**src/rtl/assert_macros.svh**
```systemverilog
// ----------------------------------------------------------------------------
// assert_macros.svh
// concurrent assertion helpers, compiled out for synthesis
// ----------------------------------------------------------------------------
`ifndef ASSERT_MACROS_SVH
`define ASSERT_MACROS_SVH

`ifndef SYNTHESIS

// property must hold at every clock edge out of reset
`define SBPD_ASSERT_PROP(label, clk, rst_n, prop) \
	label: assert property (@(posedge clk) disable iff (!rst_n) (prop)) \
		else $error("assertion failed");

// expression must never be true out of reset
`define SBPD_ASSERT_NEVER(label, clk, rst_n, expr) \
	`SBPD_ASSERT_PROP(label, clk, rst_n, !(expr))

`else

`define SBPD_ASSERT_PROP(label, clk, rst_n, prop)
`define SBPD_ASSERT_NEVER(label, clk, rst_n, expr)

`endif

`endif

```
**src/rtl/sbpd_pkg.sv**
```systemverilog
// ----------------------------------------------------------------------------
// sbpd_pkg
// shared types, constants and helper functions of the boundary pixel detector
// ----------------------------------------------------------------------------
package sbpd_pkg;

	localparam int unsigned DEF_MAX_WIDTH  = 1024;
	localparam int unsigned DEF_MAX_HEIGHT = 1024;
	localparam int unsigned DEF_COUNT_BITS = 16;

	localparam int unsigned SIZE_BITS      = 11;
	localparam int unsigned LIMIT_BITS     = 16;
	localparam int unsigned CFG_DATA_BITS  = 16;
	localparam int unsigned CFG_INDEX_BITS = 2;
	localparam int unsigned QUEUE_DEPTH    = 4;

	localparam logic [SIZE_BITS-1:0]  SIZE_RESET  = 11'd1024;
	localparam logic [LIMIT_BITS-1:0] LIMIT_RESET = 16'd255;

	typedef enum logic [CFG_INDEX_BITS-1:0] {
		REG_WIDTH  = 2'd0,
		REG_HEIGHT = 2'd1,
		REG_LIMIT  = 2'd2
	} cfg_reg_t;

	localparam logic [1:0] CLS_NONE    = 2'b00;
	localparam logic [1:0] CLS_INSIDE  = 2'b01;
	localparam logic [1:0] CLS_OUTSIDE = 2'b10;

	// result slots of one pixel, emitted lowest first
	localparam int unsigned SLOT_UP_LEFT  = 0;   // (c-1, r-1)
	localparam int unsigned SLOT_UP_HERE  = 1;   // (c,   r-1)
	localparam int unsigned SLOT_CUR_LEFT = 2;   // (c-1, r)
	localparam int unsigned SLOT_CUR_HERE = 3;   // (c,   r)
	localparam int unsigned NUM_SLOTS     = 4;

	typedef struct packed {
		logic [NUM_SLOTS-1:0] mask;
		logic [NUM_SLOTS-1:0] on_edge;
	} emit_t;

	localparam int unsigned EMIT_BITS = $bits(emit_t);

	// last valid index for a size register: zero acts as one, above max acts as max
	function automatic int unsigned clamp_last(logic [SIZE_BITS-1:0] v, int unsigned maxv);
		int unsigned x;
		x = 32'(v);
		if (x == 0)
			return 0;
		if (x > maxv)
			return maxv - 1;
		return x - 1;
	endfunction

	// edge decision for one window position; rows/cols clamped via top and left
	function automatic logic edge_at(logic [17:0] win, logic [1:0] wr, logic [1:0] wc,
			logic [1:0] top, logic [1:0] left);
		logic [1:0]  rows [3];
		logic [1:0]  cols [3];
		logic        hit;
		int unsigned idx;
		int unsigned i;
		int unsigned j;
		rows[0] = top;
		rows[1] = wr;
		rows[2] = 2'd2;
		cols[0] = left;
		cols[1] = wc;
		cols[2] = 2'd2;
		hit = 1'b0;
		for (i = 0; i < 3; i++) begin
			for (j = 0; j < 3; j++) begin
				idx = 32'(rows[i]) * 3 + 32'(cols[j]);
				hit = hit | win[2 * idx + 1];
			end
		end
		idx = 32'(wr) * 3 + 32'(wc);
		return win[2 * idx] & hit;
	endfunction

endpackage

```
**src/rtl/sbpd_ram.sv**
```systemverilog
// ----------------------------------------------------------------------------
// sbpd_ram
// simple dual-port ram, one write and one registered read per cycle
// ----------------------------------------------------------------------------
module sbpd_ram #(
	parameter int unsigned WIDTH = 4,
	parameter int unsigned DEPTH = 1024,
	localparam int unsigned AW = (DEPTH > 1) ? $clog2(DEPTH) : 1
) (
	input  logic             clk,
	input  logic             we,
	input  logic [AW-1:0]    waddr,
	input  logic [WIDTH-1:0] wdata,
	input  logic             re,
	input  logic [AW-1:0]    raddr,
	output logic [WIDTH-1:0] rdata
);

	logic [WIDTH-1:0] mem [DEPTH];
	logic [WIDTH-1:0] rdata_q;

	always_ff @(posedge clk) begin
		if (we)
			mem[waddr] <= wdata;
		if (re)
			rdata_q <= mem[raddr];
	end

	assign rdata = rdata_q;

endmodule

```
**src/rtl/sbpd_front.sv**
```systemverilog
// ----------------------------------------------------------------------------
// sbpd_front
// pixel intake: raster position, classing, line store and 3x3 class window
// ----------------------------------------------------------------------------
module sbpd_front import sbpd_pkg::*; #(
	parameter int unsigned MAX_WIDTH  = DEF_MAX_WIDTH,
	parameter int unsigned MAX_HEIGHT = DEF_MAX_HEIGHT,
	parameter int unsigned COUNT_BITS = DEF_COUNT_BITS,
	localparam int unsigned COL_W = (MAX_WIDTH > 1) ? $clog2(MAX_WIDTH) : 1,
	localparam int unsigned ROW_W = (MAX_HEIGHT > 1) ? $clog2(MAX_HEIGHT) : 1,
	localparam int unsigned QW    = EMIT_BITS + COL_W + ROW_W
) (
	input  logic                  clk,
	input  logic                  arst_n,
	input  logic                  pixel_valid,
	output logic                  pixel_stall,
	input  logic [COUNT_BITS-1:0] iteration_count,
	input  logic [COL_W-1:0]      wlast,
	input  logic [ROW_W-1:0]      hlast,
	input  logic [COUNT_BITS-1:0] limit,
	output logic                  q_push,
	output logic [QW-1:0]         q_entry,
	input  logic                  q_full
);

	logic [COL_W-1:0] col_q, c0, col_nx;
	logic [ROW_W-1:0] row_q, r0, row_nx;
	logic             restart;
	logic             accept;
	logic             s1_leave;
	logic [1:0]       cls;

	logic             valid_s1;
	logic [COL_W-1:0] c_s1;
	logic [ROW_W-1:0] r_s1;
	logic [1:0]       cls_s1;
	logic             r_ge1_s1, r_ge2_s1, c_ge1_s1, c_last_s1, r_last_s1;
	logic [1:0]       top_up_s1, top_cur_s1, left_a_s1, left_b_s1;
	logic             byp_s1;
	logic [3:0]       byp_data_s1;

	logic [3:0]       rd_data;
	logic [3:0]       line_entry;
	logic [3:0]       wr_data;
	logic [1:0]       up1, up2;
	logic [17:0]      win_q, win_nx;
	emit_t            emit;

	// a size change can leave the position outside the frame: restart at the origin
	assign restart  = (col_q > wlast) || (row_q > hlast);
	assign c0       = restart ? '0 : col_q;
	assign r0       = restart ? '0 : row_q;

	assign pixel_stall = valid_s1 && q_full;
	assign accept      = pixel_valid && !pixel_stall;
	assign s1_leave    = valid_s1 && !q_full;

	always_comb begin
		if (iteration_count == limit)
			cls = CLS_INSIDE;
		else if (iteration_count < limit)
			cls = CLS_OUTSIDE;
		else
			cls = CLS_NONE;
	end

	always_comb begin
		if (c0 == wlast) begin
			col_nx = '0;
			row_nx = (r0 == hlast) ? '0 : r0 + ROW_W'(1);
		end else begin
			col_nx = c0 + COL_W'(1);
			row_nx = r0;
		end
	end

	always_ff @(posedge clk or negedge arst_n) begin
		if (!arst_n) begin
			col_q    <= '0;
			row_q    <= '0;
			valid_s1 <= 1'b0;
		end else begin
			if (accept) begin
				col_q <= col_nx;
				row_q <= row_nx;
			end
			if (accept)
				valid_s1 <= 1'b1;
			else if (s1_leave)
				valid_s1 <= 1'b0;
		end
	end

	always_ff @(posedge clk) begin
		if (accept) begin
			c_s1        <= c0;
			r_s1        <= r0;
			cls_s1      <= cls;
			r_ge1_s1    <= (r0 != '0);
			r_ge2_s1    <= (r0 > ROW_W'(1));
			c_ge1_s1    <= (c0 != '0);
			c_last_s1   <= (c0 == wlast);
			r_last_s1   <= (r0 == hlast);
			top_up_s1   <= (r0 == ROW_W'(1)) ? 2'd1 : 2'd0;
			top_cur_s1  <= (r0 == '0) ? 2'd2 : 2'd1;
			left_a_s1   <= (c0 == COL_W'(1)) ? 2'd1 : 2'd0;
			left_b_s1   <= (c0 == '0) ? 2'd2 : 2'd1;
			// same entry written in this cycle: the ram read returns the old word
			byp_s1      <= s1_leave && (c_s1 == c0);
			byp_data_s1 <= wr_data;
		end
	end

	// line store word: [1:0] row above, [3:2] two rows above
	sbpd_ram #(
		.WIDTH (4),
		.DEPTH (MAX_WIDTH)
	) u_line_ram (
		.clk   (clk),
		.we    (s1_leave),
		.waddr (c_s1),
		.wdata (wr_data),
		.re    (accept),
		.raddr (c0),
		.rdata (rd_data)
	);

	assign line_entry = byp_s1 ? byp_data_s1 : rd_data;
	assign up1        = r_ge1_s1 ? line_entry[1:0] : CLS_NONE;
	assign up2        = r_ge2_s1 ? line_entry[3:2] : CLS_NONE;
	assign wr_data    = {up1, cls_s1};

	always_comb begin
		logic [1:0] fresh [3];
		fresh[0] = up2;
		fresh[1] = up1;
		fresh[2] = cls_s1;
		for (int k = 0; k < 3; k++) begin
			win_nx[6*k +: 2]     = win_q[6*k + 2 +: 2];
			win_nx[6*k + 2 +: 2] = win_q[6*k + 4 +: 2];
			win_nx[6*k + 4 +: 2] = fresh[k];
		end
	end

	always_ff @(posedge clk or negedge arst_n) begin
		if (!arst_n)
			win_q <= '0;
		else if (s1_leave)
			win_q <= win_nx;
	end

	always_comb begin
		emit.mask[SLOT_UP_LEFT]     = r_ge1_s1 && c_ge1_s1;
		emit.mask[SLOT_UP_HERE]     = r_ge1_s1 && c_last_s1;
		emit.mask[SLOT_CUR_LEFT]    = r_last_s1 && c_ge1_s1;
		emit.mask[SLOT_CUR_HERE]    = r_last_s1 && c_last_s1;
		emit.on_edge[SLOT_UP_LEFT]  = edge_at(win_nx, 2'd1, 2'd1, top_up_s1, left_a_s1);
		emit.on_edge[SLOT_UP_HERE]  = edge_at(win_nx, 2'd1, 2'd2, top_up_s1, left_b_s1);
		emit.on_edge[SLOT_CUR_LEFT] = edge_at(win_nx, 2'd2, 2'd1, top_cur_s1, left_a_s1);
		emit.on_edge[SLOT_CUR_HERE] = edge_at(win_nx, 2'd2, 2'd2, top_cur_s1, left_b_s1);
	end

	// pixels with no result (first row or first column, unless it is also the last) never enter the queue
	assign q_push  = s1_leave && (emit.mask != '0);
	assign q_entry = {r_s1, c_s1, emit};

endmodule

```
**src/rtl/sbpd_queue.sv**
```systemverilog
// ----------------------------------------------------------------------------
// sbpd_queue
// small register fifo between pixel intake and result output
// ----------------------------------------------------------------------------
module sbpd_queue import sbpd_pkg::*; #(
	parameter int unsigned WIDTH = 8,
	parameter int unsigned DEPTH = QUEUE_DEPTH,
	localparam int unsigned PW = (DEPTH > 1) ? $clog2(DEPTH) : 1
) (
	input  logic             clk,
	input  logic             arst_n,
	input  logic             push,
	input  logic [WIDTH-1:0] wdata,
	input  logic             pop,
	output logic [WIDTH-1:0] rdata,
	output logic             full,
	output logic             empty
);

	logic [WIDTH-1:0] mem_q [DEPTH];
	logic [PW-1:0]    wr_q, rd_q;
	logic [PW:0]      cnt_q;

	assign full  = (cnt_q == (PW+1)'(DEPTH));
	assign empty = (cnt_q == '0);
	assign rdata = mem_q[rd_q];

	always_ff @(posedge clk) begin
		if (push)
			mem_q[wr_q] <= wdata;
	end

	always_ff @(posedge clk or negedge arst_n) begin
		if (!arst_n) begin
			wr_q  <= '0;
			rd_q  <= '0;
			cnt_q <= '0;
		end else begin
			if (push)
				wr_q <= (wr_q == PW'(DEPTH - 1)) ? '0 : wr_q + PW'(1);
			if (pop)
				rd_q <= (rd_q == PW'(DEPTH - 1)) ? '0 : rd_q + PW'(1);
			if (push && !pop)
				cnt_q <= cnt_q + (PW+1)'(1);
			else if (pop && !push)
				cnt_q <= cnt_q - (PW+1)'(1);
		end
	end

endmodule

```
**src/rtl/sbpd_back.sv**
```systemverilog
// ----------------------------------------------------------------------------
// sbpd_back
// result sequencer: walks the slots of each queued pixel into the output register
// ----------------------------------------------------------------------------
module sbpd_back import sbpd_pkg::*; #(
	parameter int unsigned COL_W = 10,
	parameter int unsigned ROW_W = 10,
	localparam int unsigned QW = EMIT_BITS + COL_W + ROW_W
) (
	input  logic             clk,
	input  logic             arst_n,
	input  logic             q_empty,
	input  logic [QW-1:0]    q_entry,
	output logic             q_pop,
	output logic             result_valid,
	input  logic             result_stall,
	output logic [COL_W-1:0] column,
	output logic [ROW_W-1:0] row,
	output logic             on_edge,
	output logic             last
);

	emit_t                e_emit;
	logic [COL_W-1:0]     e_col;
	logic [ROW_W-1:0]     e_row;

	logic [NUM_SLOTS-1:0] cur_mask_q, cur_edge_q;
	logic [COL_W-1:0]     cur_col_q;
	logic [ROW_W-1:0]     cur_row_q;
	logic [NUM_SLOTS-1:0] sel, rest;
	logic                 out_free, take, cur_done;

	logic                 valid_q;
	logic [COL_W-1:0]     column_q;
	logic [ROW_W-1:0]     row_q;
	logic                 on_edge_q, last_q;

	assign e_emit = q_entry[EMIT_BITS-1:0];
	assign e_col  = q_entry[EMIT_BITS +: COL_W];
	assign e_row  = q_entry[EMIT_BITS + COL_W +: ROW_W];

	// lowest pending slot
	assign sel      = cur_mask_q & (~cur_mask_q + NUM_SLOTS'(1));
	assign rest     = cur_mask_q & ~sel;
	assign out_free = !valid_q || !result_stall;
	assign take     = out_free && (cur_mask_q != '0);
	assign cur_done = (cur_mask_q == '0) || (take && (rest == '0));
	assign q_pop    = !q_empty && cur_done;

	always_ff @(posedge clk or negedge arst_n) begin
		if (!arst_n) begin
			cur_mask_q <= '0;
			valid_q    <= 1'b0;
		end else begin
			if (q_pop)
				cur_mask_q <= e_emit.mask;
			else if (take)
				cur_mask_q <= rest;
			if (take)
				valid_q <= 1'b1;
			else if (!result_stall)
				valid_q <= 1'b0;
		end
	end

	always_ff @(posedge clk) begin
		if (q_pop) begin
			cur_edge_q <= e_emit.on_edge;
			cur_col_q  <= e_col;
			cur_row_q  <= e_row;
		end
		if (take) begin
			column_q  <= (sel[SLOT_UP_LEFT] || sel[SLOT_CUR_LEFT]) ?
					cur_col_q - COL_W'(1) : cur_col_q;
			row_q     <= (sel[SLOT_UP_LEFT] || sel[SLOT_UP_HERE]) ?
					cur_row_q - ROW_W'(1) : cur_row_q;
			on_edge_q <= |(sel & cur_edge_q);
			last_q    <= (rest == '0);
		end
	end

	assign result_valid = valid_q;
	assign column       = column_q;
	assign row          = row_q;
	assign on_edge      = on_edge_q;
	assign last         = last_q;

endmodule

```
**src/rtl/set_boundary_pixel_detect.sv**
```systemverilog
// ----------------------------------------------------------------------------
// set_boundary_pixel_detect
// eight-neighbour boundary detection over a raster stream of iteration counts
// ----------------------------------------------------------------------------
// Takes one pixel per clock in raster order and reports, per pixel, whether it
// is inside the set with an outside pixel among its eight clamped neighbours.
// Results come out once a pixel's neighbourhood is complete, in raster order
// but on the last row, where the last two rows interleave: one per pixel from
// the second row on, and up to four for the last pixel of a frame, which leave
// the output one per clock while not stalled. Sustained rate is one pixel per
// cycle; the intake holds off only when the four-entry result queue is full,
// which happens when the output side stalls or on the last row of a frame,
// where each pixel but the first yields two or more results. Path: line store
// read, queue, slot sequencer, output register. The line store is one ram of
// MAX_WIDTH words, one read and one write per cycle, needs no clearing at reset.
// Users write configuration only while the block is idle; it is not enforced.
// ----------------------------------------------------------------------------
`include "assert_macros.svh"

module set_boundary_pixel_detect import sbpd_pkg::*; #(
	parameter int unsigned MAX_WIDTH  = DEF_MAX_WIDTH,
	parameter int unsigned MAX_HEIGHT = DEF_MAX_HEIGHT,
	parameter int unsigned COUNT_BITS = DEF_COUNT_BITS,
	localparam int unsigned COL_W = (MAX_WIDTH > 1) ? $clog2(MAX_WIDTH) : 1,
	localparam int unsigned ROW_W = (MAX_HEIGHT > 1) ? $clog2(MAX_HEIGHT) : 1
) (
	input  logic                      clk,
	input  logic                      arst_n,
	input  logic                      cfg_write,
	input  logic [CFG_INDEX_BITS-1:0] cfg_index,
	input  logic [CFG_DATA_BITS-1:0]  cfg_data,
	input  logic                      pixel_valid,
	output logic                      pixel_stall,
	input  logic [COUNT_BITS-1:0]     iteration_count,
	output logic                      result_valid,
	input  logic                      result_stall,
	output logic [COL_W-1:0]          column,
	output logic [ROW_W-1:0]          row,
	output logic                      on_edge,
	output logic                      last
);

	localparam int unsigned QW = EMIT_BITS + COL_W + ROW_W;

	logic [COL_W-1:0]      wlast_q;
	logic [ROW_W-1:0]      hlast_q;
	logic [COUNT_BITS-1:0] limit_q;

	logic                  q_push, q_pop, q_full, q_empty;
	logic [QW-1:0]         q_wdata, q_rdata;

	// sizes are kept as clamped last index, the limit already cut to COUNT_BITS
	always_ff @(posedge clk or negedge arst_n) begin
		if (!arst_n) begin
			wlast_q <= COL_W'(clamp_last(SIZE_RESET, MAX_WIDTH));
			hlast_q <= ROW_W'(clamp_last(SIZE_RESET, MAX_HEIGHT));
			limit_q <= COUNT_BITS'(LIMIT_RESET);
		end else if (cfg_write) begin
			case (cfg_index)
				REG_WIDTH: begin
					wlast_q <= COL_W'(clamp_last(cfg_data[SIZE_BITS-1:0], MAX_WIDTH));
				end
				REG_HEIGHT: begin
					hlast_q <= ROW_W'(clamp_last(cfg_data[SIZE_BITS-1:0], MAX_HEIGHT));
				end
				REG_LIMIT: begin
					limit_q <= COUNT_BITS'(cfg_data[LIMIT_BITS-1:0]);
				end
				default: ;
			endcase
		end
	end

	sbpd_front #(
		.MAX_WIDTH  (MAX_WIDTH),
		.MAX_HEIGHT (MAX_HEIGHT),
		.COUNT_BITS (COUNT_BITS)
	) u_front (
		.clk             (clk),
		.arst_n          (arst_n),
		.pixel_valid     (pixel_valid),
		.pixel_stall     (pixel_stall),
		.iteration_count (iteration_count),
		.wlast           (wlast_q),
		.hlast           (hlast_q),
		.limit           (limit_q),
		.q_push          (q_push),
		.q_entry         (q_wdata),
		.q_full          (q_full)
	);

	sbpd_queue #(
		.WIDTH (QW),
		.DEPTH (QUEUE_DEPTH)
	) u_queue (
		.clk    (clk),
		.arst_n (arst_n),
		.push   (q_push),
		.wdata  (q_wdata),
		.pop    (q_pop),
		.rdata  (q_rdata),
		.full   (q_full),
		.empty  (q_empty)
	);

	sbpd_back #(
		.COL_W (COL_W),
		.ROW_W (ROW_W)
	) u_back (
		.clk          (clk),
		.arst_n       (arst_n),
		.q_empty      (q_empty),
		.q_entry      (q_rdata),
		.q_pop        (q_pop),
		.result_valid (result_valid),
		.result_stall (result_stall),
		.column       (column),
		.row          (row),
		.on_edge      (on_edge),
		.last         (last)
	);

	// intake must never overrun the result queue
	`SBPD_ASSERT_NEVER(a_no_push_when_full, clk, arst_n, q_push && q_full)

	// results of one pixel leave back to back once the first is taken
	`SBPD_ASSERT_PROP(a_group_no_gap, clk, arst_n,
		result_valid && !result_stall && !last |=> result_valid)

	// the queue is only drained into the sequencer when it holds something
	`SBPD_ASSERT_NEVER(a_no_pop_when_empty, clk, arst_n, q_pop && q_empty)

endmodule
```
**config.mk**
```make
export PLATFORM = sky130hd
export DESIGN_NAME = set_boundary_pixel_detect
export DESIGN_NICKNAME = d
export VERILOG_FILES = /design/src/rtl/sbpd_pkg.sv /design/src/rtl/sbpd_ram.sv /design/src/rtl/sbpd_front.sv /design/src/rtl/sbpd_queue.sv /design/src/rtl/sbpd_back.sv /design/src/rtl/set_boundary_pixel_detect.sv
export VERILOG_INCLUDE_DIRS = /design/src /design/src/rtl
export SDC_FILE = /design/constraint.sdc
export NUM_CORES = 2
export LEC_CHECK = 0
export BUFFER_PORTS_ARGS = -buffer_cell sky130_fd_sc_hd__buf_2
export CELL_PAD_IN_SITES_DETAIL_PLACEMENT = 2
export CELL_PAD_IN_SITES_GLOBAL_PLACEMENT = 2
export CORE_MARGIN = 2
export CORE_UTILIZATION = 51
export CTS_CLUSTER_DIAMETER = 100
export DETAILED_ROUTE_END_ITERATION = 8
export PLACE_DENSITY = 0.89
export SLEW_MARGIN = 20
export SYNTH_ARGS = -nofsm -noshare
export SYNTH_HDL_FRONTEND = slang
export SYNTH_MEMORY_MAX_BITS = 65536
export SYNTH_SLANG_ARGS = --single-unit
```
**constraint.sdc**
```tcl
create_clock -name clk -period 43.1 [get_ports clk]
set_input_delay 4.31 -clock clk [delete_from_list [all_inputs] [get_ports clk]]
set_output_delay 4.31 -clock clk [all_outputs]
set_load 0.02 [all_outputs]
```
==> impl_metrics.py, run 1 <==
metrics = {
    "clock_network": {
        "cts_resized": 0,
        "ctsRootBufferMaster": "clkbuf_16",
        "clkSinkCount": 3345,
        "clock_path_buffers": 4,
        "holdBufCountCts": 0,
        "cts_setup_buffers": 0,
        "cts_max_level": 5,
        "cts_buffers": 350,
    },
    "yosys": {
        "synth-edff-count": 3268,
        "netlist.top_cell.by_area": "edfxtp_1",
        "syn_area_per_cell_sq_um": 15.2,
        "synth-seq-cells": 3345,
        "seq_area_frac_synth_pct": 73.3,
        "synth_nets": 9092,
        "synth_area_sq_um": 137000,
        "synth.distinct_cells": 87,
        "yosysTopAreaCellShare_pct": 71.8,
        "yosysWarnings": 0,
        "syn_inst": 8986,
        "synthFlopType": "edfxtp_1",
        "ys_top_cells_by_area": "edfxtp_1, mux4_2, nor2_1",
        "synth-async-reset-ratio_pct": 2.30,
    },
    "floorplanning": {
        "pin_count": 63,
        "die_x_microns": 522,
        "row_count": 190,
        "initial_core_util_pct": 51.1,
        "die_h_microns": 522,
    },
    "placed_design": {
        "dp_hpwl_microns": 437000,
        "place_area_sq_um": 142000,
        "port_buffers": 62,
        "gp_congestion": 0.982,
    },
    "global_route": {
        "grt_max_degree": 253,
    },
    "outcome": {
        "stop_stage": "global routing (5_1_grt)",
        "error_line": "[ERROR GRT-0228] Horizontal edge usage exceeds the maximum allowed. (24, 23) usage=65535 limit=3200",
        "status": "stopped before the end",
    },
}
==> cell usage after synthesis, drive strengths merged, types with 99 or more instances <==
| cell | n |
|---|---|
| a211oi | 106 |
| a21oi | 296 |
| buf | 254 |
| clkbuf | 407 |
| edfxtp | 3268 |
| inv | 111 |
| mux2 | 130 |
| mux2i | 486 |
| mux4 | 244 |
| nand2 | 541 |
| nor2 | 1352 |
| nor3 | 99 |
| o21ai | 340 |
| o221ai | 122 |
| o22ai | 222 |
==> kinds of logic after synthesis <==
group                      count (synthesis)  share of synthesized area (%)
buffers and inverters                    776                           2.32
AOI/OAI and AO/OA                       1589                           7.87
adders and majority gates                 69                          0.645
DFF                                     3345                           73.3
xor gates and xnor gates                  51                          0.327
muxes                                    860                           8.66
and+or+nand+nor                         2296                           6.92
==> metrics by stage <==
step	setup WS, ns	cells
after floorplan	28.25	8986
after global placement	36.35	12228
after detailed placement	36.00	12229
after CTS	35.53	12848
==> run 2: changes to the inputs <==
--- a/config.mk
+++ b/config.mk
@@ -7,13 +7,10 @@
 export NUM_CORES = 2
 export LEC_CHECK = 0
 export BUFFER_PORTS_ARGS = -buffer_cell sky130_fd_sc_hd__buf_2
-export CELL_PAD_IN_SITES_DETAIL_PLACEMENT = 2
-export CELL_PAD_IN_SITES_GLOBAL_PLACEMENT = 2
 export CORE_MARGIN = 2
-export CORE_UTILIZATION = 51
-export CTS_CLUSTER_DIAMETER = 100
+export CORE_UTILIZATION = 40
 export DETAILED_ROUTE_END_ITERATION = 8
-export PLACE_DENSITY = 0.89
+export PLACE_DENSITY_LB_ADDON = 0.15
 export SLEW_MARGIN = 20
 export SYNTH_ARGS = -nofsm -noshare
 export SYNTH_HDL_FRONTEND = slang
==> run 2 against run 1 <==
Effect of this change:
- the flow now finishes without violations
- synthesized area unchanged
- synthesized cell count did not move
==> impl_metrics.py, run 2 <==
metrics = {
    "outcome": {
        "status": "finished clean",
    },
    "finish": {
        "regArea_sq_um": 100000,
        "largest_reg_flops": 3072,
        "layout.cells.non_filler": 13903,
        "layout_common_cells": "edfxtp_1, nor2_1, nand2_1",
        "nNetsFinal": 9157,
        "drive_gt1_share_pct": 15.3,
        "top_regs": "u_front.u_line_ram.mem (3072), u_queue.mem_q (112), limit_q (16)",
        "fill_cells": 29580,
        "final_util_pct": 45.5,
        "layout_commonest_cell": "edfxtp_1",
        "multiInputGateArea_sq_um": 34100,
        "top_register": "u_front.u_line_ram.mem",
        "syn_to_final_growth_pct": 13.3,
    },
    "critical_path": {
        "required_ns": 43.77,
        "r2r-start": "u_front.col_q[0]",
        "crit_family": "buffers and inverters",
        "arrival_ns": 8.35,
        "crit_fanout": 63,
        "start_kind": "flip-flop",
        "end_kind": "flip-flop",
        "crit_slowest_cell": "nor4_2",
        "path_class": "flip-flop to flip-flop",
        "max_stage_delay_ns": 0.97,
        "critPathBufInv": 7,
        "crit_path_start": "u_front.col_q[0]",
        "cp_cell_sequence": "inv_4, ha_1, nand2_1, or3_1, and2_1, buf_4, a221oi_4, inv_8, buf_4, buf_4, buf_4, nor2_1, buf_4, a221o_1, nand2_1, a2bb2oi_1, nor4_2, o311a_1, o22ai_1",
        "r2r_setup_slack_ns": 35.42,
        "path_common_cell": "buf_4",
    },
    "yosys": {
        "synth-edff-count": 3268,
        "synth_area_sq_um": 137000,
        "synth-async-reset-ratio_pct": 2.30,
        "netlist.top_cell.by_area": "edfxtp_1",
        "synth.distinct_cells": 87,
        "synth-seq-cells": 3345,
        "synth_most_common_cell": "edfxtp_1",
        "synthFlopType": "edfxtp_1",
        "yosysTopAreaCellShare_pct": 71.8,
        "netlist_top_cells_count": "edfxtp_1, nor2_1, nand2_1",
        "seq_area_frac_synth_pct": 73.3,
        "ys_top_cells_by_area": "edfxtp_1, mux4_2, nor2_1",
        "syn_inst": 8986,
        "syn_area_per_cell_sq_um": 15.2,
        "synth_nets": 9092,
        "yosysWarnings": 0,
    },
    "timing": {
        "tns_ns": 0,
        "whs_ns": 0.476,
        "rsz0062_at_grt": "no",
        "worstMarginPinSlew_ns": 1.30,
        "max-slew-margin-rel_pct": 13.2,
        "fmax_mhz": 130,
        "fin_skew_ns": 0.0632,
        "finalCritPeriodShare_pct": 17.8,
        "slew_viol_final": 0,
        "fin_crit_ns": 7.68,
        "setup_viol": 0,
        "hold_violations": 0,
    },
    "clock_network": {
        "holdBufCountCts": 0,
        "clock_latency_ns": 0.99,
        "cts_resized": 0,
        "clk_pin_slew_ns": 0.06,
        "clock_path_buffers": 4,
        "cts_max_level": 5,
        "cts_setup_buffers": 0,
        "clkSinkCount": 3345,
        "cts_tree": "done",
        "ctsRootBufferMaster": "clkbuf_16",
        "cts_buffers": 357,
    },
    "global_route": {
        "antenna_found_initial": 53,
        "grt_pass1_vias": 83990,
        "grt_pass1_wl_microns": 699000,
        "overflow": 0,
        "track_usage_pct": 29.0,
        "grt_max_degree": 205,
    },
    "route": {
        "ant_nets": 0,
        "vias_per_cell": 6.27,
        "wirelength_microns": 514000,
        "first_iter_violations": 13528,
        "via_count": 87210,
        "avgRoutedWirePerCell_microns": 36.9,
        "drcViolationCount": 0,
        "routed-wl-met2_microns": 230000,
        "first_pass_iters": 6,
        "wl_met1_microns": 194000,
        "top_layer_used": "met5",
        "dr_wl_met3_microns": 58800,
    },
    "floorplanning": {
        "die_area_sq_um": 346000,
        "row_count": 214,
        "die_x_microns": 588,
        "die_h_microns": 588,
        "pin_count": 63,
        "initial_core_util_pct": 40.2,
        "core-area_sq_um": 340000,
    },
    "power": {
        "powerDensity_nw_per_um2": 70.0,
        "p_total_mw": 10.8,
        "total_leakage_power_nw": 49.7,
        "irDropWorstVdd_mv": 0.0599,
    },
    "min_path": {
        "hp-start": "u_front.win_q[16]",
        "hold_class": "flip-flop to flip-flop",
    },
    "placed_design": {
        "dp_hpwl_microns": 309000,
        "gp_congestion": 0.920,
        "dp_cells": 13227,
        "port_buffers": 62,
    },
    "run": {
        "max_cap_violations": 0,
    },
}
## run 2: stage by stage
| step | setup WS [ns] | instance area, sq um |
|---|---|---|
| after CTS | 35.75 | 155000 |
| after floorplan | 28.25 | 137000 |
| final | 35.42 | 155000 |
| after detailed placement | 35.81 | 143000 |
| after global placement | 35.87 | 143000 |
| after global routing | 35.44 | 155000 |
## run 2: layer usage
metal	vias to the layer above	GRT usage (%)
met2	6095	44.1
met5	-	0
li1	35041	-
met3	1228	7.13
met1	44832	38.4
met4	14	15.5
## run 2: kinds of logic (layout without fill, tap and decap cells)
logic type | after synthesis | count (layout) | synth area share, %
DFF | 3345 | 3345 | 73.3
and+or+nand+nor | 2296 | 2296 | 6.92
AOI/OAI and AO/OA | 1589 | 1589 | 7.87
muxes | 860 | 860 | 8.66
buffers and inverters | 776 | 1134 | 2.32
adders and majority gates | 69 | 69 | 0.645
xor gates and xnor gates | 51 | 51 | 0.327
other | 0 | 23 | 0
## run 2: final cells by class
class                   count  area share, %
flip-flops and latches   3345           64.7
multi-input cells        4865           22.0
clock buffers             413           5.96
well taps                4536           3.67
repair buffers            367           1.80
clock inverters           239           1.52
inverters                 115          0.299
diodes                     23         0.0372
## run 2: path summary, 6_finish.rpt
kind	endpoint	cells past startpoint
max in group asynchronous	u_front.col_q[1]	2
min	u_front.win_q[16]	2
max	u_front.u_line_ram.rdata[1]	19
max reg2reg	u_front.u_line_ram.rdata[1]	19
min reg2reg	u_front.win_q[16]	2
min in group asynchronous	u_back.result_valid	1
## run 2: power by group
part	internal, mW	switching [mW]	total (mW)
Sequential	3.90	0.0858	3.99
Clock	1.78	1.32	3.10
Combinational	0.937	2.81	3.74
Total	6.62	4.21	10.8
## run 2: worst reg2reg max path, stage by stage (launching register included)
cell and delay, ns:
dfrtp_4 0.68, inv_4 0.59, ha_1 0.37, nand2_1 0.07, or3_1 0.15, and2_1 0.14, buf_4 0.35, a221oi_4 0.16
inv_8 0.44, buf_4 0.71, buf_4 0.70, buf_4 0.60, nor2_1 0.25, buf_4 0.27, a221o_1 0.39, nand2_1 0.09
a2bb2oi_1 0.10, nor4_2 0.97, o311a_1 0.24, o22ai_1 0.08
Note: power is estimated with default switching activity, not from simulation.
